<file path="src/hdl/srq_ram.sv">
// Generic single-write, single-read RAM with registered read data.
module srq_ram #(
    parameter int WIDTH = 8,
    parameter int DEPTH = 256
) (
    input  logic                     i_clk,
    input  logic                     i_we,
    input  logic [$clog2(DEPTH)-1:0] i_waddr,
    input  logic [WIDTH-1:0]         i_wdata,
    input  logic                     i_re,
    input  logic [$clog2(DEPTH)-1:0] i_raddr,
    output logic [WIDTH-1:0]         o_rdata
);
    logic [WIDTH-1:0] r_mem [DEPTH];
    logic [WIDTH-1:0] r_rdata;

    always_ff @(posedge i_clk) begin
        if (i_we) begin
            r_mem[i_waddr] <= i_wdata;
        end
        if (i_re) begin
            r_rdata <= r_mem[i_raddr];
        end
    end

    assign o_rdata = r_rdata;
endmodule

</file>
<file path="config.mk">
export PLATFORM = sky130hd
export DESIGN_NAME = srq_ram
export DESIGN_NICKNAME = d
export VERILOG_FILES = /design/src/hdl/srq_ram.sv
export SDC_FILE = /design/constraint.sdc
export NUM_CORES = 2
export LEC_CHECK = 0
export ABC_CLOCK_PERIOD_IN_PS = 5100
export CAP_MARGIN = 10
export CORE_ASPECT_RATIO = 0.8
export CORE_MARGIN = 8
export CORE_UTILIZATION = 25
export DETAILED_ROUTE_END_ITERATION = 10
export DONT_BUFFER_PORTS = 1
export PLACE_DENSITY_LB_ADDON = 0.08
export SYNTH_ARGS = -nofsm -noshare
export SYNTH_HDL_FRONTEND = slang
export SYNTH_SLANG_ARGS = --single-unit
export TNS_END_PERCENT = 100
</file>
<file path="constraint.sdc">
create_clock -name i_clk -period 5.1 [get_ports i_clk]
set_clock_uncertainty 0.05 [all_clocks]
set_input_delay 0.255 -clock i_clk [delete_from_list [all_inputs] [get_ports i_clk]]
set_output_delay 0.255 -clock i_clk [all_outputs]
set_load 0.005 [all_outputs]
</file>
==> metrics <==
floorplan die width=647 um; routed via count divided by cell count=4.63; FF+latch count, synth=2,056; maximum level of the CTS H-tree=4; family with the most delay on the worst path=buffers and inverters; Resize count post-CTS=0; area of the die=roughly 340,000 um2; core area=317,000 um2; final hold violation count=1; length of routed met2 wiring=111,000 um; met1 routed wirelength after detailed routing=between 100,000 and 150,000 um; vertical extent of the die=521 um; clock slew at the register clock pins of the worst setup and hold paths=0.06 ns; top routing layer in use=met4; global-route wire length before repair=about 340,000 um; Port Buffers=0; count of boundary I/O pins=35; Post-synth EDFFs=2,056; Mapped Cells=between 3,000 and 4,000; sinks on the clock net=2,056; leakage power summed over all cells=27.7 nW; max frequency=211 MHz; post-detailed-placement half-perimeter wirelength=139,000 um; final routed wire length divided by cell count=30.7 um; Synth top area share=77.5%; initial standard-cell utilization of the core=25.1%; leading register cell type out of synthesis=sky130_fd_sc_hd__edfxtp_1; path type of the worst min-delay path=in2reg; cell chosen for the clock root=sky130_fd_sc_hd__clkbuf_16; RSZ-0062 raised after global routing=false; number of distinct library cells after synthesis=54; Buf/Inv on CP=5; instance count along the most critical hold path=1; category of the worst setup path launch point=primary input; type of the worst setup path=in2reg; library cell contributing the largest single delay on the critical path=sky130_fd_sc_hd__dlygate4sd3_1; delay contributed by the slowest stage of the critical path=0.68 ns; total number of yosys warnings=0; post-layout minimum cycle time=between 4 and 5 ns; CP Data Arrival Time=5.25 ns; power density over the cells=396 nW/um2; Worst Max-Slew Pin Slew=1.56 ns; final weighted congestion in routability-driven placement=0.716; Seq/Total Area, Yosys=77.5%; synthesized cell area=~80,000 um2; antenna violations before repair=21; series of cell instances along the critical path=buf_16 -> buf_16 -> buf_16 -> buf_16 -> mux2i_1 -> nand2_1 -> a311oi_1 -> dlygate4sd3_1 -> o221ai_1 -> a211oi_1 -> nor4_1; maximum number of pins on one net before global-route repair=about 580; CTS tree=yes; Cell Rows=roughly 190; sum of met3 wire segment lengths after detailed routing=approximately 14,000 um; non-filler instance count after layout=8,279; first-pass detailed-route iteration total=5; Synth Area per Inst=21.3 um2; cell occurring most often along the worst timing path=sky130_fd_sc_hd__buf_16; number of nets in the synthesized netlist=between 3,000 and 4,000; total CTS buffers=227; Worst Path Max Fanout=93; Net count, final=3,913; total length of routed wires=between 200,000 and 300,000 um; Req. time, crit path=5.60 ns; final hold slack=-0.00188 ns; max_cap viols=0; final setup violation count=0; capturing element type of the critical path=flip-flop; number of max-slew violations in the final report=47; layout cell share with drive strength beyond 1=22.8%; Skew-Pair Late Insertion Delay=0.90 ns; cell accounting for the most synthesized area=sky130_fd_sc_hd__edfxtp_1; fraction of registers with async set/reset=0%; failing checks=negative hold slack, max-slew violations; post-CTS setup buffers=0; peak supply drop=~0.25 mV; number of DRC violations after detailed-routing iteration 0=roughly 3,700; vias post-DR=about 38,000; Area contributors post-synth=sky130_fd_sc_hd__edfxtp_1, sky130_fd_sc_hd__mux4_2, sky130_fd_sc_hd__mux2i_1; DRC viols=0; final setup TNS=0 ns; Slew headroom=-4.25%; depth of the worst register-to-register path=6; global-route congestion overflow total=0; placed insts=7,820; Area growth, synth to finish=16.0%; Crit. path cell count=11; Period Utilization, post-route=93.0%; overall global routing resource usage=14.5%; post-route ant nets=0; outcome=complete, but fails checks; via count of the first global-routing pass=~39,000; Longest Clk Path Bufs=4
==> where the power goes <==
part	switching [mW]	internal (mW)	leakage (nW)	total, mW
Clock	6.90	9.33	3.51	16.2
Combinational	1.14	0.567	5.76	1.71
Sequential	0.0298	18.6	18.5	18.7
==> layout by cell type, fill, tap and decap left out, types with 13 or more instances in the layout <==
cell,n
sky130_fd_sc_hd__clkinv_1,62
sky130_fd_sc_hd__buf_4,112
sky130_fd_sc_hd__dlygate4sd3_1,20
sky130_fd_sc_hd__a211oi_1,16
sky130_fd_sc_hd__nand2_1,32
sky130_fd_sc_hd__mux2i_1,134
sky130_fd_sc_hd__mux4_2,454
sky130_fd_sc_hd__o221ai_1,46
sky130_fd_sc_hd__a221oi_1,13
sky130_fd_sc_hd__clkinv_2,42
sky130_fd_sc_hd__bufinv_16,23
sky130_fd_sc_hd__nor2_1,279
sky130_fd_sc_hd__nor2b_1,28
sky130_fd_sc_hd__a21oi_1,96
sky130_fd_sc_hd__nor3_1,22
sky130_fd_sc_hd__o22ai_1,28
sky130_fd_sc_hd__clkbuf_1,44
sky130_fd_sc_hd__clkbuf_16,231
sky130_fd_sc_hd__a22oi_1,133
sky130_fd_sc_hd__edfxtp_1,2056
sky130_fd_sc_hd__nand3_1,25
sky130_fd_sc_hd__buf_16,22
sky130_fd_sc_hd__nor4_1,23
==> kinds of logic (layout without fill, tap and decap cells) <==
kind of cell    count (synthesis)  after routing  synth area share, %
buf+inv                       235            569                 1.83
mux                           591            591                 14.6
flops                        2056           2056                 77.5
other cells                     0              5                    0
compound gates                385            385                 3.42
simple gates                  466            466                 2.63
==> cell type report <==
type	instances	area [um2]
Inverter	2	7.51
Sequential cell	2056	61700
Clock inverter	137	1250
Timing Repair Buffer	157	1700
Clock buffer	273	5900
Antenna cell	5	12.5
Tap cell	4207	5260
Fill cell	30900	225000
Multi-Input combinational cell	1442	16500
==> registers in the layout, indices dropped and copies added, names as in the netlist <==
name     count
r_mem     2048
o_rdata      8
==> timing repair <==
action                                  in CTS  in global routing
hold buffers                                24                  4
endpoints found under the hold margin     2154                393
endpoints found under the setup margin       0                  7
==> per-layer routing <==
metal	GRT usage, %	up-vias
met5	0	-
met1	21.6	21000
met3	3.05	300
li1	-	16100
met2	21.8	944
met4	3.08	0
==> final timing paths <==
path | start | endpoint | slack (ns)
setup reg to reg | r_mem[211][3]$_DFFE_PP_ | o_rdata[3]$_DFFE_PP_ | 1.84
hold reg to reg | r_mem[38][6]$_DFFE_PP_ | o_rdata[6]$_DFFE_PP_ | 1.11
hold / removal | i_wdata[3] | r_mem[152][3]$_DFFE_PP_ | -0.002
setup / recovery | i_raddr[0] | o_rdata[5]$_DFFE_PP_ | 0.35
==> metrics by stage <==
stage | setup WS [ns] | cell area [um2] | power [mW] | utilization [%]
floorplan | 2.72 | 79600 | 19.9 | -
global placement | 0.582 | 84400 | 20.2 | 26.6
detailed placement | 1.18 | 84400 | 20.2 | 26.6
CTS | 1.85 | 91900 | 36.9 | 29.0
global route | 0.220 | 92400 | 37.8 | 29.1
finish | 0.355 | 92400 | 36.6 | 29.1
==> cell usage after synthesis, types with 31 or more instances <==
| library cell | count |
|---|---|
| sky130_fd_sc_hd__nand2_1 | 33 |
| sky130_fd_sc_hd__o221ai_1 | 46 |
| sky130_fd_sc_hd__mux2i_1 | 134 |
| sky130_fd_sc_hd__buf_2 | 31 |
| sky130_fd_sc_hd__a21oi_1 | 96 |
| sky130_fd_sc_hd__mux4_2 | 454 |
| sky130_fd_sc_hd__a22oi_1 | 133 |
| sky130_fd_sc_hd__edfxtp_1 | 2056 |
| sky130_fd_sc_hd__clkbuf_1 | 111 |
| sky130_fd_sc_hd__nand3_1 | 34 |
| sky130_fd_sc_hd__nor2_1 | 282 |
| sky130_fd_sc_hd__nor2b_1 | 31 |
==> worst register-to-register path: cells and delay by family (launching register included) <==
| kind | cells | cell delay, ns |
|---|---|---|
| AND/OR/NAND/NOR | 2 | 0.73 |
| AO/OA/AOI/OAI | 3 | 1.32 |
| multiplexers | 1 | 0.48 |
| flip-flops | 1 | 0.35 |
Note: power is estimated with default switching activity, not from simulation.
