==> config.mk <==
export PLATFORM = sky130hd
export DESIGN_NAME = srq_fifo
export DESIGN_NICKNAME = d
export VERILOG_FILES = /design/src/hdl/srq_pkg.sv /design/src/hdl/srq_fifo.sv
export SDC_FILE = /design/constraint.sdc
export NUM_CORES = 1
export LEC_CHECK = 0
export ABC_AREA = 0
export BUFFER_PORTS_ARGS = -buffer_cell sky130_fd_sc_hd__buf_2
export CAP_MARGIN = 20
export CORE_ASPECT_RATIO = 1.25
export CORE_MARGIN = 3
export CORE_UTILIZATION = 52
export CTS_BUF_LIST = sky130_fd_sc_hd__clkbuf_16
export CTS_CLUSTER_DIAMETER = 100
export DETAILED_ROUTE_END_ITERATION = 10
export PLACE_DENSITY = 0.79
export SYNTH_ARGS = -nofsm -noshare
export SYNTH_HDL_FRONTEND = slang
export SYNTH_SLANG_ARGS = --single-unit
==> constraint.sdc <==
create_clock -name i_clk -period 9.8 [get_ports i_clk]
set_clock_uncertainty 0.1 [all_clocks]
set_input_delay 0.98 -clock i_clk [delete_from_list [all_inputs] [get_ports i_clk]]
set_output_delay 0.98 -clock i_clk [all_outputs]
set_load 0.05 [all_outputs]
==> src/hdl/srq_pkg.sv <==
// Shared constants, types and helpers of the sanitizing record queue.
package srq_pkg;

    localparam int SLOTS     = 16;
    localparam int CAT_BYTES = 16;
    localparam int PAY_BYTES = 32;

    localparam int SLOT_W  = $clog2(SLOTS);
    localparam int CNT_W   = 5;
    localparam int CK_W    = $clog2(CAT_BYTES);
    localparam int PK_W    = $clog2(PAY_BYTES);
    localparam int IDX_W   = (PK_W > CK_W) ? PK_W : CK_W;
    localparam int CAT_AW  = $clog2(SLOTS * CAT_BYTES);
    localparam int PAY_AW  = $clog2(SLOTS * PAY_BYTES);
    localparam int FIFO_DEPTH = 2;

    localparam logic [1:0] CFG_SLOTS  = 2'd0;
    localparam logic [1:0] CFG_PAYCAP = 2'd1;

    localparam logic [7:0] CH_NL    = 8'h0A;
    localparam logic [7:0] CH_CR    = 8'h0D;
    localparam logic [7:0] CH_TAB   = 8'h09;
    localparam logic [7:0] CH_SPACE = 8'h20;

    typedef enum logic [2:0] {
        K_ENQ     = 3'd0,
        K_FULL    = 3'd1,
        K_EMPTY   = 3'd2,
        K_BYTE    = 3'd3,
        K_NOBYTES = 3'd4
    } t_kind;

    typedef enum logic [1:0] {
        AS_IDLE,
        AS_ACCEPT,
        AS_REJECT
    } t_asm;

    typedef enum logic [1:0] {
        BS_IDLE,
        BS_CAT,
        BS_PAY
    } t_bst;

    typedef struct packed {
        t_kind              kind;
        logic [CNT_W-1:0]   depth;
        logic [CNT_W-1:0]   peak;
        logic [31:0]        seq;
        logic [7:0]         level;
        logic [63:0]        time_ms;
        logic [15:0]        cat_len;
        logic [15:0]        pay_len;
        logic [SLOT_W-1:0]  slot;
        logic [CK_W-1:0]    cat_kept;
        logic [PK_W-1:0]    pay_kept;
    } t_job;

    function automatic logic [7:0] sanitize(input logic [7:0] c);
        logic [7:0] r;
        r = c;
        if (c == CH_NL || c == CH_CR || c == CH_TAB) begin
            r = CH_SPACE;
        end
        return r;
    endfunction

endpackage

==> src/hdl/srq_fifo.sv <==
// Short job queue between the front and the back of the record queue.
module srq_fifo (
    input  logic          i_clk,
    input  logic          i_rst_n,
    input  logic          i_push,
    input  srq_pkg::t_job i_job,
    input  logic          i_pop,
    output srq_pkg::t_job o_job,
    output logic          o_full,
    output logic          o_empty
);
    localparam int PW = (srq_pkg::FIFO_DEPTH > 1) ? $clog2(srq_pkg::FIFO_DEPTH) : 1;
    localparam int CW = $clog2(srq_pkg::FIFO_DEPTH + 1);

    srq_pkg::t_job r_q [srq_pkg::FIFO_DEPTH];
    logic [PW-1:0] r_wp, r_rp;
    logic [CW-1:0] r_cnt;

    function automatic logic [PW-1:0] bump(input logic [PW-1:0] p);
        logic [PW-1:0] r;
        r = (p == PW'(srq_pkg::FIFO_DEPTH - 1)) ? '0 : p + 1'b1;
        return r;
    endfunction

    always_ff @(posedge i_clk) begin
        if (!i_rst_n) begin
            r_wp  <= '0;
            r_rp  <= '0;
            r_cnt <= '0;
        end else begin
            if (i_push) begin
                r_wp <= bump(r_wp);
            end
            if (i_pop) begin
                r_rp <= bump(r_rp);
            end
            if (i_push && !i_pop) begin
                r_cnt <= r_cnt + 1'b1;
            end else if (!i_push && i_pop) begin
                r_cnt <= r_cnt - 1'b1;
            end
        end
    end

    always_ff @(posedge i_clk) begin
        if (i_push) begin
            r_q[r_wp] <= i_job;
        end
    end

    assign o_job   = r_q[r_rp];
    assign o_full  = (r_cnt == CW'(srq_pkg::FIFO_DEPTH));
    assign o_empty = (r_cnt == '0);
endmodule

==> impl_metrics.json <==
{
  "post-dp-hpwl_um": 16000,
  "hold_class": "reg -> reg",
  "critPathArrivalTime_ns": 3.13,
  "leakagePower_uw": 0.00591,
  "vias_per_cell": 5.11,
  "min_period_over_period_pct": 43.0,
  "numCtsBuffers": 30,
  "routabilityCongestion": 0.743,
  "gr-usage-all-layers_pct": 17.6,
  "grt_max_degree": 82,
  "ant_nets": 0,
  "vias": 6103,
  "critPathRequiredTime_ns": 8.72,
  "dieHeight_um": 177,
  "dieArea_mm2": 0.0254,
  "port_buffers": 329,
  "post_cts_resized": 0,
  "outcome": "finished, final reports clean",
  "start_util_pct": 53.1,
  "finalSetupViolCount": 0,
  "cts_buffer_depth": 3,
  "holdWs_ns": 0.446,
  "max-cap-violations": 0,
  "insertion_delay_ns": 0.54,
  "first_pass_iters": 6,
  "cellPowerDensity_mw_per_mm2": 223,
  "synth.avg_cell_area_um2": 23.2,
  "post_cts_buffers": 0,
  "first_iter_violations": 238,
  "start_kind": "register",
  "cts_hold_buf": 0,
  "slew_viol_final": 0,
  "worstPathMaxFanout": 62,
  "synth_flop_cell": "edfxtp_1",
  "synth.area.top_cells": "edfxtp_1 (80%), mux2_4 (9.8%), mux2_2 (7.6%)",
  "synth.most_common_cell": "edfxtp_1",
  "layout-drive-gt1-share_pct": 60.3,
  "synth-seq-cells": 329,
  "area_growth_syn_to_layout_pct": 24.5,
  "htree_levels": 1,
  "synth_edf_count": 324,
  "rsz0062_at_grt": "no",
  "route.detailed.drc": 0,
  "cts.sinks": 329,
  "final.setup.worst_slack_ns": 5.59,
  "cts_root_buf": "clkbuf_16",
  "hold_violations": 0,
  "grt_pass1_vias": 6506,
  "ys_seq_area_share_pct": 80.4,
  "tightest_slew_ns": 1.04,
  "place_ws_ns": 6.14,
  "antenna_found_initial": 7,
  "fmax_mhz": 237,
  "final.setup.tns_ns": 0,
  "wl_per_cell_um": 19.8,
  "drt-total-wl_um": 23700,
  "synth_top_area_cell": "edfxtp_1",
  "fin_nets": 1044,
  "async_flop_share_pct": 0,
  "die_x_um": 143,
  "overflow": 0,
  "worstSetupEndpointType": "primary output",
  "synth.distinct_cells": 17,
  "core_area_mm2": 0.0230,
  "synthCells": 526,
  "grt_pass1_wl_um": 34300,
  "fillers": 1590,
  "syn_nets": 693,
  "io_pins": 330,
  "syn-cell-area_mm2": 0.0122,
  "cts_tree": "yes",
  "yosys_warnings": 0,
  "crit_type": "reg -> out",
  "min_period_ns": 4.21,
  "max-slew-margin-rel_pct": 30.6,
  "peakVddDrop_uv": 163,
  "clk_pin_slew_ns": 0.06,
  "rows": 62,
  "synth_commonest_cells": "edfxtp_1 (324), mux2_2 (82), mux2_4 (80)",
  "synth_top_area_share_pct": 79.6
}
critical path, stage by stage (launching register included):
cell     delay, ns
dfxtp_4       1.00
buf_4         0.86
mux2_2        0.44
buf_2         0.22
stage by stage:
| step | util (%) | cells | area (um^2) | power (uW) |
|---|---|---|---|---|
| CTS | 65.9 | 1187 | 15200 | 3430 |
| global placement | 61.4 | 1132 | 14100 | 2220 |
| finish | 66.1 | 1195 | 15200 | 3390 |
| floorplan | - | 526 | 12200 | 2110 |
| detailed placement | 61.4 | 1132 | 14100 | 2230 |
| global route | 66.1 | 1195 | 15200 | 3500 |
cells by family (layout without fill, tap and decap cells):
group	after synthesis	in the layout	share of synthesized area [%]
muxes	162	162	17.4
other	0	7	0
and+or+nand+nor	9	9	0.440
buffers and inverters	19	393	1.28
adders and majority gates	1	1	0.102
AOI/OAI and AO/OA	3	3	0.164
DFF	329	329	80.4
xor gates and xnor gates	3	3	0.215
metal layers:
metal  wire length [um]  GRT usage [%]  up-vias  share of wire (%)
met5                  0              0        -                  0
met4               1060           8.20        0                4.5
met3               1790           4.88       65                7.5
met2              12800           31.6      256                 54
met1               8070           19.1     2985                 34
li1                   -              -     2797                  -
placed cells by master (no fill, tap or decap), types with 4 or more instances in the layout:
master,Yosys,routed
buf_2,8,329
edfxtp_1,324,324
mux2_2,82,82
mux2_4,80,80
clkbuf_16,0,31
clkinv_1,0,8
diode_2,0,7
inv_1,1,7
buf_4,0,7
bufinv_16,0,6
dfxtp_1,5,4
area by class of cell:
class                           instances  area [um^2]  area share, %
Sequential cell                       329         9830           64.6
Clock inverter                         24          259           1.70
Tap cell                              288          360           2.37
Multi-Input combinational cell        178         2250           14.8
Inverter                                1         3.75         0.0247
Clock buffer                           31          776           5.10
Antenna cell                            7         17.5          0.115
Timing Repair Buffer                  337         1730           11.3
where the power goes:
| group | internal, uW | total, uW | switching, uW |
|---|---|---|---|
| clock network | 726 | 1190 | 465 |
| registers | 1630 | 1660 | 30.1 |
| logic | 167 | 541 | 374 |
| total | 2520 | 3390 | 869 |
registers in the layout (all words and copies together), names as in the netlist, named ones only:
name / cells
r_cnt: 2
r_wp: 1
r_rp: 1
r_q: 324
final timing paths:
| check | startpoint | to | slack [ns] | cells past startpoint |
|---|---|---|---|---|
| worst min-delay path | r_cnt[1] | r_cnt[1] | 0.45 | 2 |
| worst max register to register | r_wp | r_q[1][85] | 7.15 | 4 |
| worst min register to register | r_cnt[1] | r_cnt[1] | 0.45 | 2 |
| worst max-delay path | register | o_job[29] | 5.59 | 3 |
No activity file was read; power rests on OpenSTA's default activity.
