## src/hdl/srq_pkg.sv

```systemverilog
// Shared constants, types and helpers of the sanitizing record queue.
package srq_pkg;

    localparam int SLOTS     = 16;
    localparam int CAT_BYTES = 16;
    localparam int PAY_BYTES = 32;

    localparam int SLOT_W  = $clog2(SLOTS);
    localparam int CNT_W   = 5;
    localparam int CK_W    = $clog2(CAT_BYTES);
    localparam int PK_W    = $clog2(PAY_BYTES);
    localparam int IDX_W   = (PK_W > CK_W) ? PK_W : CK_W;
    localparam int CAT_AW  = $clog2(SLOTS * CAT_BYTES);
    localparam int PAY_AW  = $clog2(SLOTS * PAY_BYTES);
    localparam int FIFO_DEPTH = 2;

    localparam logic [1:0] CFG_SLOTS  = 2'd0;
    localparam logic [1:0] CFG_PAYCAP = 2'd1;

    localparam logic [7:0] CH_NL    = 8'h0A;
    localparam logic [7:0] CH_CR    = 8'h0D;
    localparam logic [7:0] CH_TAB   = 8'h09;
    localparam logic [7:0] CH_SPACE = 8'h20;

    typedef enum logic [2:0] {
        K_ENQ     = 3'd0,
        K_FULL    = 3'd1,
        K_EMPTY   = 3'd2,
        K_BYTE    = 3'd3,
        K_NOBYTES = 3'd4
    } t_kind;

    typedef enum logic [1:0] {
        AS_IDLE,
        AS_ACCEPT,
        AS_REJECT
    } t_asm;

    typedef enum logic [1:0] {
        BS_IDLE,
        BS_CAT,
        BS_PAY
    } t_bst;

    typedef struct packed {
        t_kind              kind;
        logic [CNT_W-1:0]   depth;
        logic [CNT_W-1:0]   peak;
        logic [31:0]        seq;
        logic [7:0]         level;
        logic [63:0]        time_ms;
        logic [15:0]        cat_len;
        logic [15:0]        pay_len;
        logic [SLOT_W-1:0]  slot;
        logic [CK_W-1:0]    cat_kept;
        logic [PK_W-1:0]    pay_kept;
    } t_job;

    function automatic logic [7:0] sanitize(input logic [7:0] c);
        logic [7:0] r;
        r = c;
        if (c == CH_NL || c == CH_CR || c == CH_TAB) begin
            r = CH_SPACE;
        end
        return r;
    endfunction

endpackage

```

## src/hdl/srq_front.sv

```systemverilog
// Front part: accepts items, keeps the ring cursors and metadata, stores text.
module srq_front (
    input  logic                        i_clk,
    input  logic                        i_rst_n,
    input  logic                        i_start,
    output logic                        o_busy,
    input  logic                        i_cmd,
    input  logic                        i_part,
    input  logic                        i_has_byte,
    input  logic [7:0]                  i_data_byte,
    input  logic                        i_record_end,
    input  logic signed [7:0]           i_level,
    input  logic [63:0]                 i_wall_time_ms,
    input  logic                        i_cfg_valid,
    output logic                        o_cfg_ready,
    input  logic [1:0]                  i_cfg_index,
    input  logic [5:0]                  i_cfg_data,
    output logic                        o_cat_we,
    output logic [srq_pkg::CAT_AW-1:0]  o_cat_waddr,
    output logic [7:0]                  o_cat_wdata,
    output logic                        o_pay_we,
    output logic [srq_pkg::PAY_AW-1:0]  o_pay_waddr,
    output logic [7:0]                  o_pay_wdata,
    output logic                        o_push,
    output srq_pkg::t_job               o_job,
    input  logic                        i_fifo_full,
    input  logic                        i_deq_done
);
    localparam int SW = srq_pkg::SLOT_W;
    localparam int NW = srq_pkg::CNT_W;
    localparam int KW = srq_pkg::CK_W;
    localparam int PW = srq_pkg::PK_W;

    logic [4:0]    r_slots;
    logic [5:0]    r_paycap;
    logic [SW-1:0] r_ws, r_rs, n_ws, n_rs;
    logic [NW-1:0] r_held, r_peak, n_held, n_peak;
    logic [31:0]   r_next, n_next;
    srq_pkg::t_asm r_asm, n_asm;
    logic [15:0]   r_cc, r_pc, n_cc, n_pc;
    logic [KW-1:0] r_ck, n_ck;
    logic [PW-1:0] r_pk, n_pk;
    logic [7:0]    r_cur_level, n_cur_level;
    logic [63:0]   r_cur_time, n_cur_time;
    logic          r_deq_busy;

    logic [31:0]   r_m_seq  [srq_pkg::SLOTS];
    logic [63:0]   r_m_time [srq_pkg::SLOTS];
    logic [7:0]    r_m_lvl  [srq_pkg::SLOTS];
    logic [15:0]   r_m_cl   [srq_pkg::SLOTS];
    logic [15:0]   r_m_pl   [srq_pkg::SLOTS];
    logic [KW-1:0] r_m_ck   [srq_pkg::SLOTS];
    logic [PW-1:0] r_m_pk   [srq_pkg::SLOTS];

    logic       accept, enq, deq, first, acc, meta_we;
    logic       cfg_we, cfg_flush;
    logic [4:0] eff;
    logic [5:0] pcap, plim;

    assign o_busy      = r_deq_busy || i_fifo_full;
    assign o_cfg_ready = 1'b1;
    assign accept      = i_start && !o_busy;
    assign enq         = accept && !i_cmd;
    assign deq         = accept && i_cmd;
    assign cfg_we      = i_cfg_valid && o_cfg_ready;
    assign cfg_flush   = cfg_we && (i_cfg_index == srq_pkg::CFG_SLOTS);
    assign first       = (r_asm == srq_pkg::AS_IDLE);

    always_comb begin
        eff = r_slots;
        if (r_slots == 5'd0) begin
            eff = 5'd1;
        end else if (r_slots > 5'(srq_pkg::SLOTS)) begin
            eff = 5'(srq_pkg::SLOTS);
        end
        pcap = (r_paycap > 6'(srq_pkg::PAY_BYTES)) ? 6'(srq_pkg::PAY_BYTES) : r_paycap;
        plim = (pcap == 6'd0) ? 6'd0 : pcap - 6'd1;
    end

    assign acc = first ? (r_held < eff) : (r_asm == srq_pkg::AS_ACCEPT);

    // Run tracking.
    always_comb begin
        n_asm = r_asm;
        if (cfg_flush) begin
            n_asm = srq_pkg::AS_IDLE;
        end else if (enq) begin
            if (i_record_end) begin
                n_asm = srq_pkg::AS_IDLE;
            end else begin
                n_asm = acc ? srq_pkg::AS_ACCEPT : srq_pkg::AS_REJECT;
            end
        end
    end

    // Counting, text stores, cursors and job building.
    always_comb begin
        n_ws        = r_ws;
        n_rs        = r_rs;
        n_held      = r_held;
        n_peak      = r_peak;
        n_next      = r_next;
        n_cc        = r_cc;
        n_pc        = r_pc;
        n_ck        = r_ck;
        n_pk        = r_pk;
        n_cur_level = r_cur_level;
        n_cur_time  = r_cur_time;
        o_cat_we    = 1'b0;
        o_pay_we    = 1'b0;
        o_cat_waddr = '0;
        o_pay_waddr = '0;
        o_cat_wdata = srq_pkg::sanitize(i_data_byte);
        o_pay_wdata = srq_pkg::sanitize(i_data_byte);
        o_push      = 1'b0;
        o_job       = '0;
        meta_we     = 1'b0;
        if (cfg_flush) begin
            n_ws   = '0;
            n_rs   = '0;
            n_held = '0;
            n_cc   = '0;
            n_pc   = '0;
        end else if (enq) begin
            if (first) begin
                n_cc        = '0;
                n_pc        = '0;
                n_ck        = '0;
                n_pk        = '0;
                n_cur_level = i_level;
                n_cur_time  = i_wall_time_ms;
            end
            if (i_has_byte && !i_part) begin
                if (n_cc != 16'hFFFF) begin
                    n_cc = n_cc + 16'd1;
                end
                if (acc && (n_ck < KW'(srq_pkg::CAT_BYTES - 1))) begin
                    o_cat_we    = 1'b1;
                    o_cat_waddr = srq_pkg::CAT_AW'(r_ws) *
                                  srq_pkg::CAT_AW'(srq_pkg::CAT_BYTES) +
                                  srq_pkg::CAT_AW'(n_ck);
                    n_ck        = n_ck + 1'b1;
                end
            end
            if (i_has_byte && i_part) begin
                if (n_pc != 16'hFFFF) begin
                    n_pc = n_pc + 16'd1;
                end
                if (acc && (6'(n_pk) < plim)) begin
                    o_pay_we    = 1'b1;
                    o_pay_waddr = srq_pkg::PAY_AW'(r_ws) *
                                  srq_pkg::PAY_AW'(srq_pkg::PAY_BYTES) +
                                  srq_pkg::PAY_AW'(n_pk);
                    n_pk        = n_pk + 1'b1;
                end
            end
            if (i_record_end) begin
                o_push        = 1'b1;
                o_job.cat_len = n_cc;
                o_job.pay_len = n_pc;
                if (acc) begin
                    meta_we     = 1'b1;
                    o_job.kind  = srq_pkg::K_ENQ;
                    o_job.seq   = r_next;
                    n_next      = r_next + 32'd1;
                    n_ws        = (5'(r_ws) + 5'd1 >= eff) ? '0 : r_ws + 1'b1;
                    n_held      = r_held + 1'b1;
                    n_peak      = (n_held > r_peak) ? n_held : r_peak;
                end else begin
                    o_job.kind  = srq_pkg::K_FULL;
                end
                o_job.depth = n_held;
                o_job.peak  = n_peak;
            end
        end else if (deq) begin
            o_push = 1'b1;
            if (r_held == '0) begin
                o_job.kind  = srq_pkg::K_EMPTY;
                o_job.depth = r_held;
                o_job.peak  = r_peak;
            end else begin
                n_held         = r_held - 1'b1;
                n_rs           = (5'(r_rs) + 5'd1 >= eff) ? '0 : r_rs + 1'b1;
                o_job.kind     = (r_m_ck[r_rs] == '0 && r_m_pk[r_rs] == '0) ?
                                 srq_pkg::K_NOBYTES : srq_pkg::K_BYTE;
                o_job.depth    = n_held;
                o_job.peak     = r_peak;
                o_job.seq      = r_m_seq[r_rs];
                o_job.level    = r_m_lvl[r_rs];
                o_job.time_ms  = r_m_time[r_rs];
                o_job.cat_len  = r_m_cl[r_rs];
                o_job.pay_len  = r_m_pl[r_rs];
                o_job.slot     = r_rs;
                o_job.cat_kept = r_m_ck[r_rs];
                o_job.pay_kept = r_m_pk[r_rs];
            end
        end
    end

    always_ff @(posedge i_clk) begin
        if (!i_rst_n) begin
            r_slots    <= 5'd16;
            r_paycap   <= 6'd32;
            r_ws       <= '0;
            r_rs       <= '0;
            r_held     <= '0;
            r_peak     <= '0;
            r_next     <= '0;
            r_asm      <= srq_pkg::AS_IDLE;
            r_cc       <= '0;
            r_pc       <= '0;
            r_ck       <= '0;
            r_pk       <= '0;
            r_deq_busy <= 1'b0;
        end else begin
            if (cfg_flush) begin
                r_slots <= i_cfg_data[4:0];
            end
            if (cfg_we && i_cfg_index == srq_pkg::CFG_PAYCAP) begin
                r_paycap <= i_cfg_data;
            end
            r_ws   <= n_ws;
            r_rs   <= n_rs;
            r_held <= n_held;
            r_peak <= n_peak;
            r_next <= n_next;
            r_asm  <= n_asm;
            r_cc   <= n_cc;
            r_pc   <= n_pc;
            r_ck   <= n_ck;
            r_pk   <= n_pk;
            if (o_push && o_job.kind == srq_pkg::K_BYTE) begin
                r_deq_busy <= 1'b1;
            end else if (i_deq_done) begin
                r_deq_busy <= 1'b0;
            end
        end
    end

    always_ff @(posedge i_clk) begin
        r_cur_level <= n_cur_level;
        r_cur_time  <= n_cur_time;
        if (meta_we) begin
            r_m_seq[r_ws]  <= r_next;
            r_m_time[r_ws] <= n_cur_time;
            r_m_lvl[r_ws]  <= n_cur_level;
            r_m_cl[r_ws]   <= n_cc;
            r_m_pl[r_ws]   <= n_pc;
            r_m_ck[r_ws]   <= n_ck;
            r_m_pk[r_ws]   <= n_pk;
        end
    end
endmodule

```

## config.mk

```make
export PLATFORM = sky130hd
export DESIGN_NAME = srq_front
export DESIGN_NICKNAME = d
export VERILOG_FILES = /design/src/hdl/srq_pkg.sv /design/src/hdl/srq_front.sv
export SDC_FILE = /design/constraint.sdc
export NUM_CORES = 2
export LEC_CHECK = 0
export ABC_AREA = 1
export ABC_CLOCK_PERIOD_IN_PS = 24600
export BUFFER_PORTS_ARGS = -buffer_cell sky130_fd_sc_hd__buf_2
export CAP_MARGIN = 20
export CORE_MARGIN = 8
export CORE_UTILIZATION = 50
export DETAILED_ROUTE_END_ITERATION = 16
export PLACE_DENSITY = 0.72
export SLEW_MARGIN = 20
export SYNTH_ARGS = -nofsm -noshare
export SYNTH_HDL_FRONTEND = slang
export SYNTH_SLANG_ARGS = --single-unit
```

## constraint.sdc

```tcl
create_clock -name i_clk -period 24.6 [get_ports i_clk]
set_input_delay 2.46 -clock i_clk [delete_from_list [all_inputs] [get_ports i_clk]]
set_output_delay 2.46 -clock i_clk [all_outputs]
set_load 0.05 [all_outputs]
```

==> metrics <==
Synth top area share 0.6874; leakage power between 30 and 40 nW; DP HPWL 146800 um; crit path capture type output pin; Seq/Total Area, Yosys 0.7232; synth warn 0; syn_area_per_cell 12.36 um2; DR WL/cell 25.38 um; R2R Path End r_m_pk[0][4]; Synth cell types 60; Via Count approximately 69000; Final Non-Filler Cells 11194; clock share of power 0.433; WS Path Type flip-flop to output pin; post-cts sizing count 0; number of buffers on the longest clock path 4; max-slew violations 0; CP Launch Type flip-flop; Routed Antenna Nets 0; r2r setup slk 18380 ps; GPL Wtd Cong roughly 0.88; Slew Limit Headroom 0.1979; power density over the cells 80.65 nW/um2; Clock Root Buffer clkbuf_16; Worst Skew 64.99 ps; Vias per Instance 6.192; Final Hold Viols 0; Synth Cell Area 101300 um2; Hold Path Class flip-flop to flip-flop; initial core utilization 0.5019; RSZ-0062 raised after global routing false; syn nets 8334; worst-margin pin slew 1199 ps; EDFF count, synth 2320; number of cells after detailed placement between 10000 and 15000; clk slew on worst S/H paths 60 ps; share of cells above drive strength 1 0.1086; gr usage total 0.2518; Max IR drop VDD 0.08322 mV; routed wire length 284100 um; fmax 105.8 MHz; switching power ~0.002 W; Seq pwr share 0.525; Crit Path Max Fanout 102; synthesis-to-layout area growth 11.77%; DR pass1 iterations 6; Combinational Power Share 0.042; worst-skew pair later-pin latency roughly 940 ps; Port Buffers 296; Final period util 0.3841; CTS Hold Buffers Added 0; CP Data Arrival Time 6990 ps; Worst Reg-to-Reg Cells 14; Final #Nets approximately 8500; Synth area leader edfxtp_1; CTS tree done; CORE AREA 201900 um2; Hold Path End r_peak[1]; synth top area cells edfxtp_1, o21ai_0, nor2_1; postcts setup bufs 0; Core Rows roughly 170; vias in the first global route 66908; CTS buffer count 275; minimum clock period 9448 ps; largest net degree at the start of global routing 336; reg2reg start r_deq_busy; top_reg_cell synth edfxtp_1; DRC 0; Iter 0 DRT Violations 9594; global-route wire length before repair 420300 um; worst hold path depth 2; Post-Synthesis Cells 8198; #FFs+latches synth 2501; hold_sp r_peak[1]; DIE AREA 217300 um2; total internal power 0.007192 W; Die W around 470 um; Die H ~470 um; initial antenna violation count 12; clock sinks 2501; # setup viols final 0; IO Count 298; CP required 22140 ps; most common cell after layout, fill and taps aside edfxtp_1; status finished, final reports clean; Max H-tree Level 5; most frequent cells in the layout edfxtp_1, nor2_1, o21ai_0; Final Util 0.5610; Final TNS setup 0 ps; max cap viols 0; GRT overflow 0; Post-synth ARST share 0; fraction of power spent switching nets 0.2127
-- flip-flops by register name, summed over array words and instances (netlist names), 16 cells and up, named ones only --
name and count:
r_cc 16, r_m_lvl 128, r_m_cl 256, r_m_pk 80, r_m_seq 512, r_m_ck 64
r_next 32, r_m_pl 256, r_cur_time 64, r_pc 16, r_m_time 1024
-- worst max-delay path by stage --
stage | to | slack [ps] | cells past startpoint
floorplan | r_m_ck[11][0] | 10420 | 12
finish | o_job[70] | 15150 | 9
global placement | r_m_lvl[0][2] | 16330 | 15
detailed placement | r_m_time[0][52] | 16190 | 14
global route | o_job[70] | 14790 | 9
CTS | o_job[70] | 15270 | 9
-- final cells by class --
class	count	area [um2]
Sequential cell	2501	73310
Clock inverter	107	997.2
Fill cell	16013	88640
Antenna cell	2	5.005
Timing Repair Buffer	421	2592
Inverter	218	873.3
Multi-Input combinational cell	4906	24550
Tap cell	2672	3343
Clock buffer	367	7596
-- worst max-delay path, cell delays in order, from the launching register on --
cell	delay, ps
dfxtp_4	940
buf_4	870
buf_4	950
buf_4	870
buf_4	770
o21ai_0	210
o221ai_1	230
nand3_1	120
a21oi_1	440
buf_2	360
-- power groups by stage --
stage / Sequential [W] / Combinational [W] / Clock, W
2_1_floorplan: 0.00488 / 0.000253 / 0
5_1_grt: 0.00480 / 0.000423 / 0.00416
3_3_place_gp: 0.00488 / 0.000366 / 0
3_5_place_dp: 0.00489 / 0.000380 / 0
6_report: 0.00480 / 0.000385 / 0.00395
4_1_cts: 0.00480 / 0.000382 / 0.00399
-- synth_stat cells (all sizes together) (5+ instances only) --
| cell type | count |
|---|---|
| o221ai | 291 |
| o21ai | 1171 |
| xor2 | 35 |
| a31oi | 18 |
| inv | 218 |
| o22ai | 150 |
| nor3 | 83 |
| xnor2 | 6 |
| nor2 | 1420 |
| a211oi | 11 |
| o211ai | 114 |
| dfxtp | 181 |
| nand3 | 264 |
| edfxtp | 2320 |
| nor4 | 13 |
| o311ai | 24 |
| clkbuf | 276 |
| nand4 | 33 |
| a21oi | 300 |
| or2 | 5 |
| o32ai | 31 |
| o21a | 6 |
| buf | 297 |
| ha | 38 |
| nand2 | 875 |
-- routing by layer --
layer	share of wire	vias up	track usage	wire (um)
li1	-	30378	-	-
met1	0.40	34250	0.3503	113000
met2	0.46	4098	0.3950	131000
met3	0.10	586	0.04871	29550
met4	0.037	6	0.09767	10570
met5	0.00012	-	0	35
-- through the flow --
step	total power (W)	hold WS, ps	instance area (um2)	setup slack (ps)
detailed placement	0.005266	463.6	104600	16190
finish	0.009135	475.9	113300	15150
global route	0.009377	485.0	113300	14790
floorplan	0.005133	444.2	101300	10420
CTS	0.009168	471.7	113200	15270
global placement	0.005249	457.1	104600	16330
-- cell families after synthesis --
family	synth area share
AO/OA/AOI/OAI	0.1239
XOR/XNOR	0.003543
adder cells (fa/ha/maj)	0.004692
buffers and inverters	0.03613
flip-flops	0.7232
multiplexers	0.00009878
other	0.00003700
AND/OR/NAND/NOR	0.1084
No activity file was read; power rests on OpenSTA's default activity.
