<file path="src/hdl/srq_pkg.sv">
// Shared constants, types and helpers of the sanitizing record queue.
package srq_pkg;

    localparam int SLOTS     = 16;
    localparam int CAT_BYTES = 16;
    localparam int PAY_BYTES = 32;

    localparam int SLOT_W  = $clog2(SLOTS);
    localparam int CNT_W   = 5;
    localparam int CK_W    = $clog2(CAT_BYTES);
    localparam int PK_W    = $clog2(PAY_BYTES);
    localparam int IDX_W   = (PK_W > CK_W) ? PK_W : CK_W;
    localparam int CAT_AW  = $clog2(SLOTS * CAT_BYTES);
    localparam int PAY_AW  = $clog2(SLOTS * PAY_BYTES);
    localparam int FIFO_DEPTH = 2;

    localparam logic [1:0] CFG_SLOTS  = 2'd0;
    localparam logic [1:0] CFG_PAYCAP = 2'd1;

    localparam logic [7:0] CH_NL    = 8'h0A;
    localparam logic [7:0] CH_CR    = 8'h0D;
    localparam logic [7:0] CH_TAB   = 8'h09;
    localparam logic [7:0] CH_SPACE = 8'h20;

    typedef enum logic [2:0] {
        K_ENQ     = 3'd0,
        K_FULL    = 3'd1,
        K_EMPTY   = 3'd2,
        K_BYTE    = 3'd3,
        K_NOBYTES = 3'd4
    } t_kind;

    typedef enum logic [1:0] {
        AS_IDLE,
        AS_ACCEPT,
        AS_REJECT
    } t_asm;

    typedef enum logic [1:0] {
        BS_IDLE,
        BS_CAT,
        BS_PAY
    } t_bst;

    typedef struct packed {
        t_kind              kind;
        logic [CNT_W-1:0]   depth;
        logic [CNT_W-1:0]   peak;
        logic [31:0]        seq;
        logic [7:0]         level;
        logic [63:0]        time_ms;
        logic [15:0]        cat_len;
        logic [15:0]        pay_len;
        logic [SLOT_W-1:0]  slot;
        logic [CK_W-1:0]    cat_kept;
        logic [PK_W-1:0]    pay_kept;
    } t_job;

    function automatic logic [7:0] sanitize(input logic [7:0] c);
        logic [7:0] r;
        r = c;
        if (c == CH_NL || c == CH_CR || c == CH_TAB) begin
            r = CH_SPACE;
        end
        return r;
    endfunction

endpackage

</file>
<file path="src/hdl/srq_back.sv">
// Back part: takes jobs from the queue and emits results, reading text bytes.
module srq_back (
    input  logic                        i_clk,
    input  logic                        i_rst_n,
    input  srq_pkg::t_job               i_job,
    input  logic                        i_empty,
    output logic                        o_pop,
    output logic                        o_cat_re,
    output logic [srq_pkg::CAT_AW-1:0]  o_cat_raddr,
    input  logic [7:0]                  i_cat_rdata,
    output logic                        o_pay_re,
    output logic [srq_pkg::PAY_AW-1:0]  o_pay_raddr,
    input  logic [7:0]                  i_pay_rdata,
    output logic                        o_deq_done,
    output logic                        o_valid,
    output logic [2:0]                  o_kind,
    output logic [4:0]                  o_depth,
    output logic [4:0]                  o_high_watermark,
    output logic [31:0]                 o_sequence_res,
    output logic signed [7:0]           o_out_level,
    output logic [63:0]                 o_out_time_ms,
    output logic [15:0]                 o_cat_total,
    output logic [15:0]                 o_pay_total,
    output logic                        o_out_part,
    output logic [7:0]                  o_out_byte,
    output logic                        o_last
);
    localparam int XW = srq_pkg::IDX_W + 1;

    srq_pkg::t_bst r_st, n_st;
    logic [srq_pkg::IDX_W-1:0] r_idx, n_idx;
    srq_pkg::t_job r_job, r_out_job;
    logic r_out_v, r_out_last, r_out_isbyte, r_out_part;
    logic single, cat_end, pay_end, final_rd;

    assign o_pop   = (r_st == srq_pkg::BS_IDLE) && !i_empty;
    assign single  = o_pop && (i_job.kind != srq_pkg::K_BYTE);
    assign cat_end = (XW'(r_idx) + XW'(1)) == XW'(r_job.cat_kept);
    assign pay_end = (XW'(r_idx) + XW'(1)) == XW'(r_job.pay_kept);

    always_comb begin
        n_st  = r_st;
        n_idx = r_idx;
        unique case (r_st)
            srq_pkg::BS_IDLE: begin
                if (o_pop && i_job.kind == srq_pkg::K_BYTE) begin
                    n_st  = (i_job.cat_kept != '0) ? srq_pkg::BS_CAT : srq_pkg::BS_PAY;
                    n_idx = '0;
                end
            end
            srq_pkg::BS_CAT: begin
                if (cat_end) begin
                    n_st  = (r_job.pay_kept != '0) ? srq_pkg::BS_PAY : srq_pkg::BS_IDLE;
                    n_idx = '0;
                end else begin
                    n_idx = r_idx + 1'b1;
                end
            end
            srq_pkg::BS_PAY: begin
                if (pay_end) begin
                    n_st = srq_pkg::BS_IDLE;
                end else begin
                    n_idx = r_idx + 1'b1;
                end
            end
            default: begin
                n_st = srq_pkg::BS_IDLE;
            end
        endcase
    end

    always_comb begin
        o_cat_re    = (r_st == srq_pkg::BS_CAT);
        o_pay_re    = (r_st == srq_pkg::BS_PAY);
        o_cat_raddr = srq_pkg::CAT_AW'(r_job.slot) *
                      srq_pkg::CAT_AW'(srq_pkg::CAT_BYTES) + srq_pkg::CAT_AW'(r_idx);
        o_pay_raddr = srq_pkg::PAY_AW'(r_job.slot) *
                      srq_pkg::PAY_AW'(srq_pkg::PAY_BYTES) + srq_pkg::PAY_AW'(r_idx);
        final_rd    = (o_cat_re && cat_end && r_job.pay_kept == '0) ||
                      (o_pay_re && pay_end);
        o_deq_done  = final_rd;
    end

    always_ff @(posedge i_clk) begin
        if (!i_rst_n) begin
            r_st    <= srq_pkg::BS_IDLE;
            r_idx   <= '0;
            r_out_v <= 1'b0;
        end else begin
            r_st    <= n_st;
            r_idx   <= n_idx;
            r_out_v <= single || o_cat_re || o_pay_re;
        end
    end

    always_ff @(posedge i_clk) begin
        if (o_pop) begin
            r_job <= i_job;
        end
        r_out_job    <= single ? i_job : r_job;
        r_out_last   <= single || final_rd;
        r_out_isbyte <= !single && (o_cat_re || o_pay_re);
        r_out_part   <= o_pay_re;
    end

    assign o_valid           = r_out_v;
    assign o_kind            = r_out_job.kind;
    assign o_depth           = r_out_job.depth;
    assign o_high_watermark  = r_out_job.peak;
    assign o_sequence_res    = r_out_job.seq;
    assign o_out_level       = r_out_job.level;
    assign o_out_time_ms     = r_out_job.time_ms;
    assign o_cat_total       = r_out_job.cat_len;
    assign o_pay_total       = r_out_job.pay_len;
    assign o_out_part        = r_out_isbyte && r_out_part;
    assign o_out_byte        = !r_out_isbyte ? 8'd0 :
                               (r_out_part ? i_pay_rdata : i_cat_rdata);
    assign o_last            = r_out_last;
endmodule
</file>
<file path="config.mk">
export PLATFORM = sky130hd
export DESIGN_NAME = srq_back
export DESIGN_NICKNAME = d
export VERILOG_FILES = /design/src/hdl/srq_pkg.sv /design/src/hdl/srq_back.sv
export SDC_FILE = /design/constraint.sdc
export NUM_CORES = 1
export LEC_CHECK = 0
export BUFFER_PORTS_ARGS = -buffer_cell sky130_fd_sc_hd__buf_2
export CORE_MARGIN = 2
export CORE_UTILIZATION = 52
export CTS_BUF_LIST = sky130_fd_sc_hd__clkbuf_4 sky130_fd_sc_hd__clkbuf_8
export CTS_CLUSTER_SIZE = 30
export DETAILED_ROUTE_END_ITERATION = 12
export GPL_ROUTABILITY_DRIVEN = 0
export PLACE_DENSITY_LB_ADDON = 0.05
export SYNTH_ARGS = -nofsm -noshare
export SYNTH_HDL_FRONTEND = slang
export SYNTH_SLANG_ARGS = --single-unit
</file>
<file path="constraint.sdc">
create_clock -name i_clk -period 6.9 [get_ports i_clk]
set_input_delay 0.345 -clock i_clk [delete_from_list [all_inputs] [get_ports i_clk]]
set_output_delay 0.345 -clock i_clk [all_outputs]
set_load 0.1 [all_outputs]
</file>
==> impl_metrics.py, run 1 <==
metrics = {
    "sta": {
        "hold_viol": 0,
        "drv_slew": 0,
        "finalSetupViolations": 0,
        "max_freq_mhz": 259.6,
        "min_period_ps": 3852,
        "timing.final.ws_setup_ps": 3048,
        "clock-skew-final_ps": 46.16,
        "period_share_pct": 55.82,
        "slew_headroom_pct": 27.66,
        "tns_ps": 0,
        "tightest_slew_ps": 1085,
        "rsz0062_at_grt": "false",
    },
    "power": {
        "p_seq_share_pct": 35.7,
        "p_comb_share_pct": 41.6,
        "switching_power_w": 0.003422,
        "power.density_nw_per_um2": 473.3,
        "clkPwrFrac_pct": 22.7,
        "p_int_w": 0.003880,
        "swShare_pct": 46.86,
        "power_leakage_nw": 7.257,
        "ir_drop_mv": 0.3236,
        "p_total_w": 0.007302,
    },
    "die": {
        "coreArea_sq_um": 20300,
        "initial_core_util_pct": 53.06,
        "ios": 362,
        "die_h_um": 147.9,
        "num_rows": 52,
        "die_area_sq_um": 21880,
        "die_w_um": 147.9,
    },
    "clocking": {
        "h-tree-depth": 2,
        "path_clk_slew_ps": 60,
        "clock_latency_ps": 570,
        "cts_max_path_buffers": 3,
        "cts.repair.resized": 0,
        "root_buffer": "clkbuf_8",
        "cts_tree": "done",
        "cts_inserted_buffers": 50,
        "cts_setup_buffers": 0,
        "cts_sinks": 322,
    },
    "worst_setup_path": {
        "arrival_ps": 3510,
        "critPathRequiredTime_ps": 6550,
        "cp-start-kind": "flip-flop",
        "critical_path_class": "reg -> out",
        "crit_fanout": 115,
        "ff2ff_setup_slack_ps": 3470,
        "setup.worst_path.end_class": "primary output",
    },
    "final_layout": {
        "nFillCells": 1385,
        "instances_no_fill": 1762,
        "nets": 1638,
        "syn_to_final_growth_pct": 43.24,
        "drive_gt1_share_pct": 30.99,
        "fin_util_pct": 76.00,
    },
    "synthesis": {
        "yosysTopAreaCell": "edfxtp_1",
        "synth_cell_type_count": 47,
        "synth_warnings": 0,
        "synth_top_area_share_pct": 45.17,
        "synth-edff-count": 162,
        "avgSynthCellArea_sq_um": 11.71,
        "netlist_instances": 920,
        "synth_most_common_cell": "nand2_1",
        "netlist_area_sq_um": 10770,
        "ys_ff_latch": 322,
        "async_flop_share_pct": 0,
        "synth_area_leaders": "edfxtp_1 45%, dfxtp_1 30%, nand2_1 16%, clkbuf_1 1.0%, mux2i_1 0.93%",
        "synth_common_cells": "451 x nand2_1, 162 x edfxtp_1, 160 x dfxtp_1",
        "synth.yosys.seq_area_share_pct": 74.91,
        "synth_top_flop_cell": "edfxtp_1",
        "syn_nets": 1108,
    },
    "global_route": {
        "grt_overflow_total": 0,
        "track_usage_pct": 24.92,
        "grt_max_degree": 116,
        "grt_pass1_wl_mm": 43.16,
        "grt_antenna_before_repair": 0,
        "grt_pass1_vias": 8463,
    },
    "job": {
        "drv_cap": 0,
    },
    "route": {
        "num_vias": 8391,
        "wl_per_cell_um": 15.88,
        "viasPerCell": 4.762,
        "drc": 0,
        "drtIter0Drc": 426,
        "drtPass1Iterations": 4,
        "ant_nets": 0,
        "wl_mm": 27.99,
    },
    "worst_hold_path": {
        "hp-class": "in -> reg",
    },
    "placement": {
        "dpl.hpwl_mm": 16.73,
        "placed_cells": 1507,
        "pre_cts_slack_ps": 3450,
        "io_buffers": 361,
    },
    "run_status": {
        "status": "finished, final reports clean",
    },
}
## layer usage
| metal | vias to the layer above | part of all wire, % | global-route usage (%) |
|---|---|---|---|
| li1 | 4066 | - | - |
| met1 | 3892 | 39 | 29.96 |
| met2 | 363 | 48 | 41.91 |
| met3 | 70 | 9.3 | 7.438 |
| met4 | 0 | 3.8 | 10.81 |
| met5 | - | 0 | 0 |
## what timing repair did
item | in CTS | in global routing
setup endpoints to repair | 0 | 0
endpoints found under the hold margin | 299 | 0
hold buffers | 161 | 0
## cells by family after synthesis
family | synth area share (%)
xor gates and xnor gates | 1.115
DFF | 74.91
adders and majority gates | 0.8132
muxes | 1.034
and+or+nand+nor | 17.94
buffers and inverters | 2.254
AOI/OAI and AO/OA | 1.940
## metrics by stage
step | cell area (sq um) | hold slack [ps]
floorplan | 10770 | 415.1
global placement | 12740 | 418.6
detailed placement | 12740 | 422.4
CTS | 15420 | 8.768
global route | 15420 | 14.95
finish | 15430 | 47.32
## critical path, stage by stage (launching register included)
cell and delay [ps]:
dfxtp_1 340, inv_1 90, ha_1 210, nand2b_1 200
inv_6 830, buf_4 720, buf_2 550
## power by group through the flow
stage	Sequential (W)	Combinational, W	Clock (W)
global placement	0.00263	0.00294	0
CTS	0.00261	0.00303	0.00169
detailed placement	0.00264	0.00295	0
floorplan	0.00448	0.000641	0
finish	0.00261	0.00304	0.00166
global route	0.00265	0.00315	0.00178
## cell type report
type	count	area [sq um]	area share (%)
Antenna cell	1	2.502	0.01622
Clock buffer	82	991.0	6.423
Clock inverter	11	85.08	0.5515
Inverter	4	20.02	0.1298
Multi-Input combinational cell	546	2475	16.04
Sequential cell	322	8068	52.30
Tap cell	270	337.8	2.190
Timing Repair Buffer	526	3448	22.35
## sequential cells by signal, summed over array words and instances, names as in the netlist
register          flops
o_out_time_ms        64
r_out_part            1
r_out_isbyte          1
o_kind                3
r_st                  2
o_depth               5
o_sequence_res       32
r_idx                 5
o_cat_total          16
o_pay_total          16
r_job               162
o_high_watermark      5
o_valid               1
o_last                1
o_out_level           8
## cells in the final DEF (no fill, tap or decap), drive strengths merged, types with 3 or more instances in the layout
master / synthesis / layout
nor2: 6 / 6
clkbuf: 30 / 82
edfxtp: 162 / 162
buf: 18 / 365
nand2: 451 / 451
nand2b: 3 / 3
inv: 4 / 6
and2: 3 / 3
a21oi: 3 / 3
o21ai: 5 / 5
dlygate4sd3: 0 / 161
xnor2: 6 / 6
nand3: 5 / 5
ha: 7 / 7
mux2i: 10 / 10
dfxtp: 160 / 160
nor2b: 10 / 10
clkinv: 0 / 7
xor2: 5 / 5
## path summary, 6_finish.rpt
path,endpoint,depth (start not counted),from
min,r_job[161],1,i_job[161]
min reg2reg,o_out_time_ms[56],2,r_job[101]
max reg2reg,o_kind[2],7,r_st[0]
max,o_pop,6,r_st[0]
Note: power is estimated with default switching activity, not from simulation.
==> inputs of run 2 (changes only) <==
--- a/config.mk
+++ b/config.mk
@@ -5,9 +5,10 @@
 export SDC_FILE = /design/constraint.sdc
 export NUM_CORES = 1
 export LEC_CHECK = 0
+export ABC_AREA = 1
 export BUFFER_PORTS_ARGS = -buffer_cell sky130_fd_sc_hd__buf_2
 export CORE_MARGIN = 2
-export CORE_UTILIZATION = 52
+export CORE_UTILIZATION = 47
 export CTS_BUF_LIST = sky130_fd_sc_hd__clkbuf_4 sky130_fd_sc_hd__clkbuf_8
 export CTS_CLUSTER_SIZE = 30
 export DETAILED_ROUTE_END_ITERATION = 12
==> constraint.sdc (replaced) <==
create_clock -name i_clk -period 3.5 [get_ports i_clk]
set_input_delay 0.175 -clock i_clk [delete_from_list [all_inputs] [get_ports i_clk]]
set_output_delay 0.175 -clock i_clk [all_outputs]
set_load 0.1 [all_outputs]
==> impl_metrics.py, run 2 <==
metrics = {
    "route": {
        "drtIter0Drc": 428,
        "wl_mm": 26.99,
        "wl_per_cell_um": 14.59,
        "drc": 0,
        "ant_nets": 0,
        "viasPerCell": 4.528,
        "num_vias": 8376,
        "drtPass1Iterations": 4,
    },
    "final_layout": {
        "regMostFlops": "r_job",
        "syn_to_final_growth_pct": 44.07,
        "largest_register_ff_count": 162,
        "fin_util_pct": 68.91,
        "final_common_cell": "nand2_1",
        "nets": 1713,
        "layout_common_cells": "487 x nand2_1, 361 x buf_2, 163 x dlygate4sd3_1",
        "instances_no_fill": 1850,
        "drive_gt1_share_pct": 31.52,
        "nFillCells": 1719,
        "design_area_sq_um": 15600,
    },
    "synthesis": {
        "synth-edff-count": 162,
        "avgSynthCellArea_sq_um": 11.02,
        "yosysTopAreaCell": "edfxtp_1",
        "syn_nets": 1171,
        "synth_common_cells": "487 x nand2_1, 162 x edfxtp_1, 160 x dfxtp_1",
        "synth_warnings": 0,
        "synth_area_leaders": "edfxtp_1 45%, dfxtp_1 30%, nand2_1 17%, nor2_1 1.2%, buf_2 1.1%",
        "synth.yosys.seq_area_share_pct": 74.50,
        "async_flop_share_pct": 0,
        "netlist_area_sq_um": 10830,
        "synth_top_area_share_pct": 44.92,
        "synth_most_common_cell": "nand2_1",
        "netlist_instances": 983,
        "synth_top_flop_cell": "edfxtp_1",
        "ys_ff_latch": 322,
        "synth_cell_type_count": 26,
    },
    "worst_setup_path": {
        "ff2ff_setup_slack_ps": 1290,
        "worstReg2RegStart": "r_st[1]",
        "path_delay_family": "simple AND/OR/NAND/NOR gates",
        "crit_top_cell": "nand2_1",
        "r2r-end": "r_job[131]",
        "cp-start-kind": "flip-flop",
        "slowest_delay_ps": 530,
        "crit_cells": 9,
        "arrival_ps": 2530,
        "critPathRequiredTime_ps": 3320,
        "critical_path_class": "reg -> out",
        "path_cells": "ha_1 > nand2_1 > nand2_1 > nor2_1 > nand2_2 > nor2_4 > nand4_4 > nand2_1 > buf_2",
        "path_buf_inv": 1,
        "cpMaxStageDelayCell": "dfxtp_1",
        "crit_fanout": 10,
        "r2r_cells": 6,
        "setup.worst_path.end_class": "primary output",
    },
    "clocking": {
        "h-tree-depth": 2,
        "cts_max_path_buffers": 3,
        "root_buffer": "clkbuf_8",
        "cts.repair.resized": 0,
        "cts_setup_buffers": 0,
        "cts_inserted_buffers": 50,
        "path_clk_slew_ps": 60,
        "cts_tree": "done",
        "cts_sinks": 322,
        "clock_latency_ps": 560,
    },
    "sta": {
        "clock-skew-final_ps": 16.53,
        "hold_slack_ps": 189.5,
        "drv_slew": 0,
        "period_share_pct": 77.30,
        "hold_viol": 0,
        "max_freq_mhz": 369.6,
        "finalSetupViolations": 0,
        "tightest_slew_ps": 713.8,
        "min_period_ps": 2706,
        "slew_headroom_pct": 52.41,
        "rsz0062_at_grt": "false",
    },
    "worst_hold_path": {
        "holdPathEnd": "o_kind[2]",
        "min_from": "i_empty",
        "hp-class": "in -> reg",
        "holdPathStages": 5,
    },
    "die": {
        "die_area_sq_um": 24270,
        "die_h_um": 155.8,
        "initial_core_util_pct": 47.83,
        "die_w_um": 155.8,
        "coreArea_sq_um": 22640,
        "ios": 362,
        "num_rows": 55,
    },
    "global_route": {
        "grt_pass1_wl_mm": 41.52,
        "track_usage_pct": 21.64,
        "grt_pass1_vias": 8300,
        "grt_antenna_before_repair": 1,
        "grt_max_degree": 154,
        "grt_overflow_total": 0,
    },
    "placement": {
        "placed_cells": 1595,
        "io_buffers": 361,
        "dpl.hpwl_mm": 16.95,
        "placed_cell_area_sq_um": 12910,
    },
    "run_status": {
        "status": "finished, final reports clean",
    },
    "job": {
        "drv_cap": 0,
    },
}
-- run 2: final cells by class --
class | instances | area [sq um] | share of cell area (%)
Inverter | 32 | 122.6 | 0.7860
Clock inverter | 5 | 35.03 | 0.2246
Multi-Input combinational cell | 588 | 2465 | 15.80
Antenna cell | 1 | 2.502 | 0.01604
Clock buffer | 86 | 1021 | 6.544
Timing Repair Buffer | 531 | 3528 | 22.62
Sequential cell | 322 | 8070 | 51.73
Tap cell | 285 | 356.6 | 2.286
-- run 2: cells by family after synthesis --
| kind of cell | synth area share (%) |
|---|---|
| flip-flops | 74.50 |
| AO/OA/AOI/OAI | 0.8666 |
| AND/OR/NAND/NOR | 20.59 |
| adder cells (fa/ha/maj) | 0.8087 |
| XOR/XNOR | 0.1618 |
| buffers and inverters | 3.073 |
-- run 2: metal layers --
layer / track usage (%) / up-vias / routed length [um]
met5: 0 / - / 0
met4: 8.038 / 0 / 792
met3: 7.028 / 57 / 2186
met2: 36.98 / 303 / 13040
met1: 25.60 / 3792 / 10970
li1: - / 4224 / -
-- run 2: worst max-delay path by stage --
stage               startpoint                  end  slack, ps
floorplan              r_st[1]  o_high_watermark[0]      -1000
detailed placement     r_st[1]           r_job[150]       1340
global route          r_idx[0]           o_deq_done        540
CTS                   r_idx[0]           o_deq_done        750
global placement       r_st[1]           r_job[158]       1370
finish                r_idx[0]           o_deq_done        790
-- run 2: repair_timing --
item                                   in CTS  in global routing
hold buffers                              163                  0
endpoints found under the hold margin     319                  0
setup endpoints to repair                   0                  0
-- run 2: stage by stage --
step | setup TNS (ps) | setup WS [ps]
3_5_place_dp | 0 | 1338
4_1_cts | 0 | 749.5
3_3_place_gp | 0 | 1372
2_1_floorplan | -210910 | -1000
6_report | 0 | 794.4
5_1_grt | 0 | 541.9
-- run 2: tightest hold or removal path, stage by stage --
cell and delay [ps]:
buf_2 100, nor2_4 50, buf_12 200, nand2_1 100, nand2_1 50
Power of run 2 is not shown: default switching activity piles up to over one toggle a cycle in this logic, so the estimate is an artifact.
==> inputs of run 3 (changes only) <==
--- a/config.mk
+++ b/config.mk
@@ -8,7 +8,7 @@
 export ABC_AREA = 1
 export BUFFER_PORTS_ARGS = -buffer_cell sky130_fd_sc_hd__buf_2
 export CORE_MARGIN = 2
-export CORE_UTILIZATION = 47
+export CORE_UTILIZATION = 52
 export CTS_BUF_LIST = sky130_fd_sc_hd__clkbuf_4 sky130_fd_sc_hd__clkbuf_8
 export CTS_CLUSTER_SIZE = 30
 export DETAILED_ROUTE_END_ITERATION = 12
==> constraint.sdc (replaced) <==
create_clock -name i_clk -period 2.5 [get_ports i_clk]
set_input_delay 0.125 -clock i_clk [delete_from_list [all_inputs] [get_ports i_clk]]
set_output_delay 0.125 -clock i_clk [all_outputs]
set_load 0.1 [all_outputs]
==> impl_metrics.py, run 3 (synthesis gave the netlist of run 2 again) <==
metrics = {
    "run_status": {
        "status": "finished, final reports clean",
    },
    "placement": {
        "pre_cts_slack_ps": 496.7,
        "placed_cells": 1580,
        "dpl.hpwl_mm": 17.02,
        "io_buffers": 361,
    },
    "sta": {
        "period_share_pct": 92.96,
        "drv_slew": 0,
        "clock-skew-final_ps": 20.71,
        "max_freq_mhz": 430.3,
        "slew_headroom_pct": 39.24,
        "rsz0062_at_grt": "false",
        "finalSetupViolations": 0,
        "hold_viol": 0,
        "tightest_slew_ps": 911.4,
        "min_period_ps": 2324,
        "timing.final.ws_setup_ps": 175.9,
    },
    "clocking": {
        "cts_max_path_buffers": 3,
        "cts_inserted_buffers": 50,
        "cts_tree": "done",
        "h-tree-depth": 2,
        "clock_latency_ps": 550,
        "root_buffer": "clkbuf_8",
        "cts_sinks": 322,
        "path_clk_slew_ps": 60,
    },
    "final_layout": {
        "syn_to_final_growth_pct": 44.46,
        "regMostFlops": "r_job",
        "nFillCells": 1312,
        "drive_gt1_share_pct": 31.37,
        "nets": 1713,
        "largest_register_ff_count": 162,
        "layout_common_cells": "487 x nand2_1, 360 x buf_2, 163 x dlygate4sd3_1",
        "final_common_cell": "nand2_1",
        "instances_no_fill": 1836,
    },
    "die": {
        "die_area_sq_um": 22000,
        "ios": 362,
        "die_h_um": 148.3,
        "die_w_um": 148.3,
        "initial_core_util_pct": 53.18,
        "coreArea_sq_um": 20360,
        "num_rows": 52,
    },
    "global_route": {
        "grt_pass1_wl_mm": 42.96,
        "grt_overflow_total": 0,
        "grt_antenna_before_repair": 1,
        "track_usage_pct": 24.75,
        "grt_pass1_vias": 8654,
        "grt_max_degree": 154,
    },
    "job": {
        "drv_cap": 0,
    },
    "worst_setup_path": {
        "cp-startpoint": "r_st[1]",
        "worstReg2RegStart": "r_st[1]",
        "setup.worst_path.end_class": "primary output",
        "critPathRequiredTime_ps": 2380,
        "arrival_ps": 2200,
        "crit_fanout": 63,
        "cp-start-kind": "flip-flop",
        "critical_path_class": "reg -> out",
    },
    "route": {
        "drc": 0,
        "num_vias": 8605,
        "drtIter0Drc": 436,
        "wl_per_cell_um": 15.26,
        "drtPass1Iterations": 4,
        "wl_mm": 28.02,
        "viasPerCell": 4.687,
        "ant_nets": 0,
    },
    "worst_hold_path": {
        "hp-class": "in -> reg",
        "min_from": "i_empty",
    },
}
run 3: changes by cell type in the layout (fill, tap and decap cells not counted), moves of 2 or more:
cell	previous run	this run
buf_12	3	5
clkbuf_4	26	11
clkinv_1	0	11
clkinv_2	3	5
clkinvlp_4	0	2
dfxtp_1	158	153
dfxtp_2	2	6
run 3: worst max-delay path, cell delays in order (launching register included):
cell and delay (ps):
dfxtp_2 340, inv_2 80, ha_4 130, inv_2 50, nor2_4 180, buf_12 330
buf_2 500
run 3: through the flow:
stage / setup TNS [ps] / area, sq um / utilization [%] / hold WS, ps
detailed placement: 0 / 12940 / 63.53 / 303.1
finish: 0 / 15640 / 76.82 / 120.4
CTS: 0 / 15610 / 76.67 / 87.71
floorplan: -532860 / 11020 / - / 223.9
global placement: 0 / 12940 / 63.53 / 302.8
global route: 0 / 15640 / 76.82 / 132.7
run 3: repair_timing:
action,in CTS,in global routing
gates resized for setup,1,5
setup endpoints to repair,1,1
hold buffers,163,0
hold endpoints to repair,319,0
buffers inserted,0,0
pin swaps,0,0
run 3: layout make-up:
class | count | area (sq um) | area share, %
tap | 270 | 337.8 | 2.159
antenna | 1 | 2.502 | 0.01600
inverter | 32 | 122.6 | 0.7838
timing repair buffer | 531 | 3556 | 22.73
clock inverter | 20 | 120.1 | 0.7678
multi-input combinational | 588 | 2504 | 16.00
clock buffer | 72 | 922.1 | 5.895
sequential | 322 | 8079 | 51.64
run 3: path summary, 6_finish.rpt:
check	slack, ps	depth (start not counted)	to
setup / recovery	180	6	o_pop
hold / removal	120	5	r_out_isbyte
setup reg to reg	570	5	r_job[25]
hold reg to reg	430	2	o_out_time_ms[54]
run 3: routing by layer:
metal  wire (um)  vias to the layer above  track usage (%)
met5           0                        -                0
met4        1081                        0            11.14
met3        2252                       79            6.074
met2       13750                      359            42.69
met1       10940                     3941            29.49
li1            -                     4226                -
Power of run 3 is left out for the same reason.
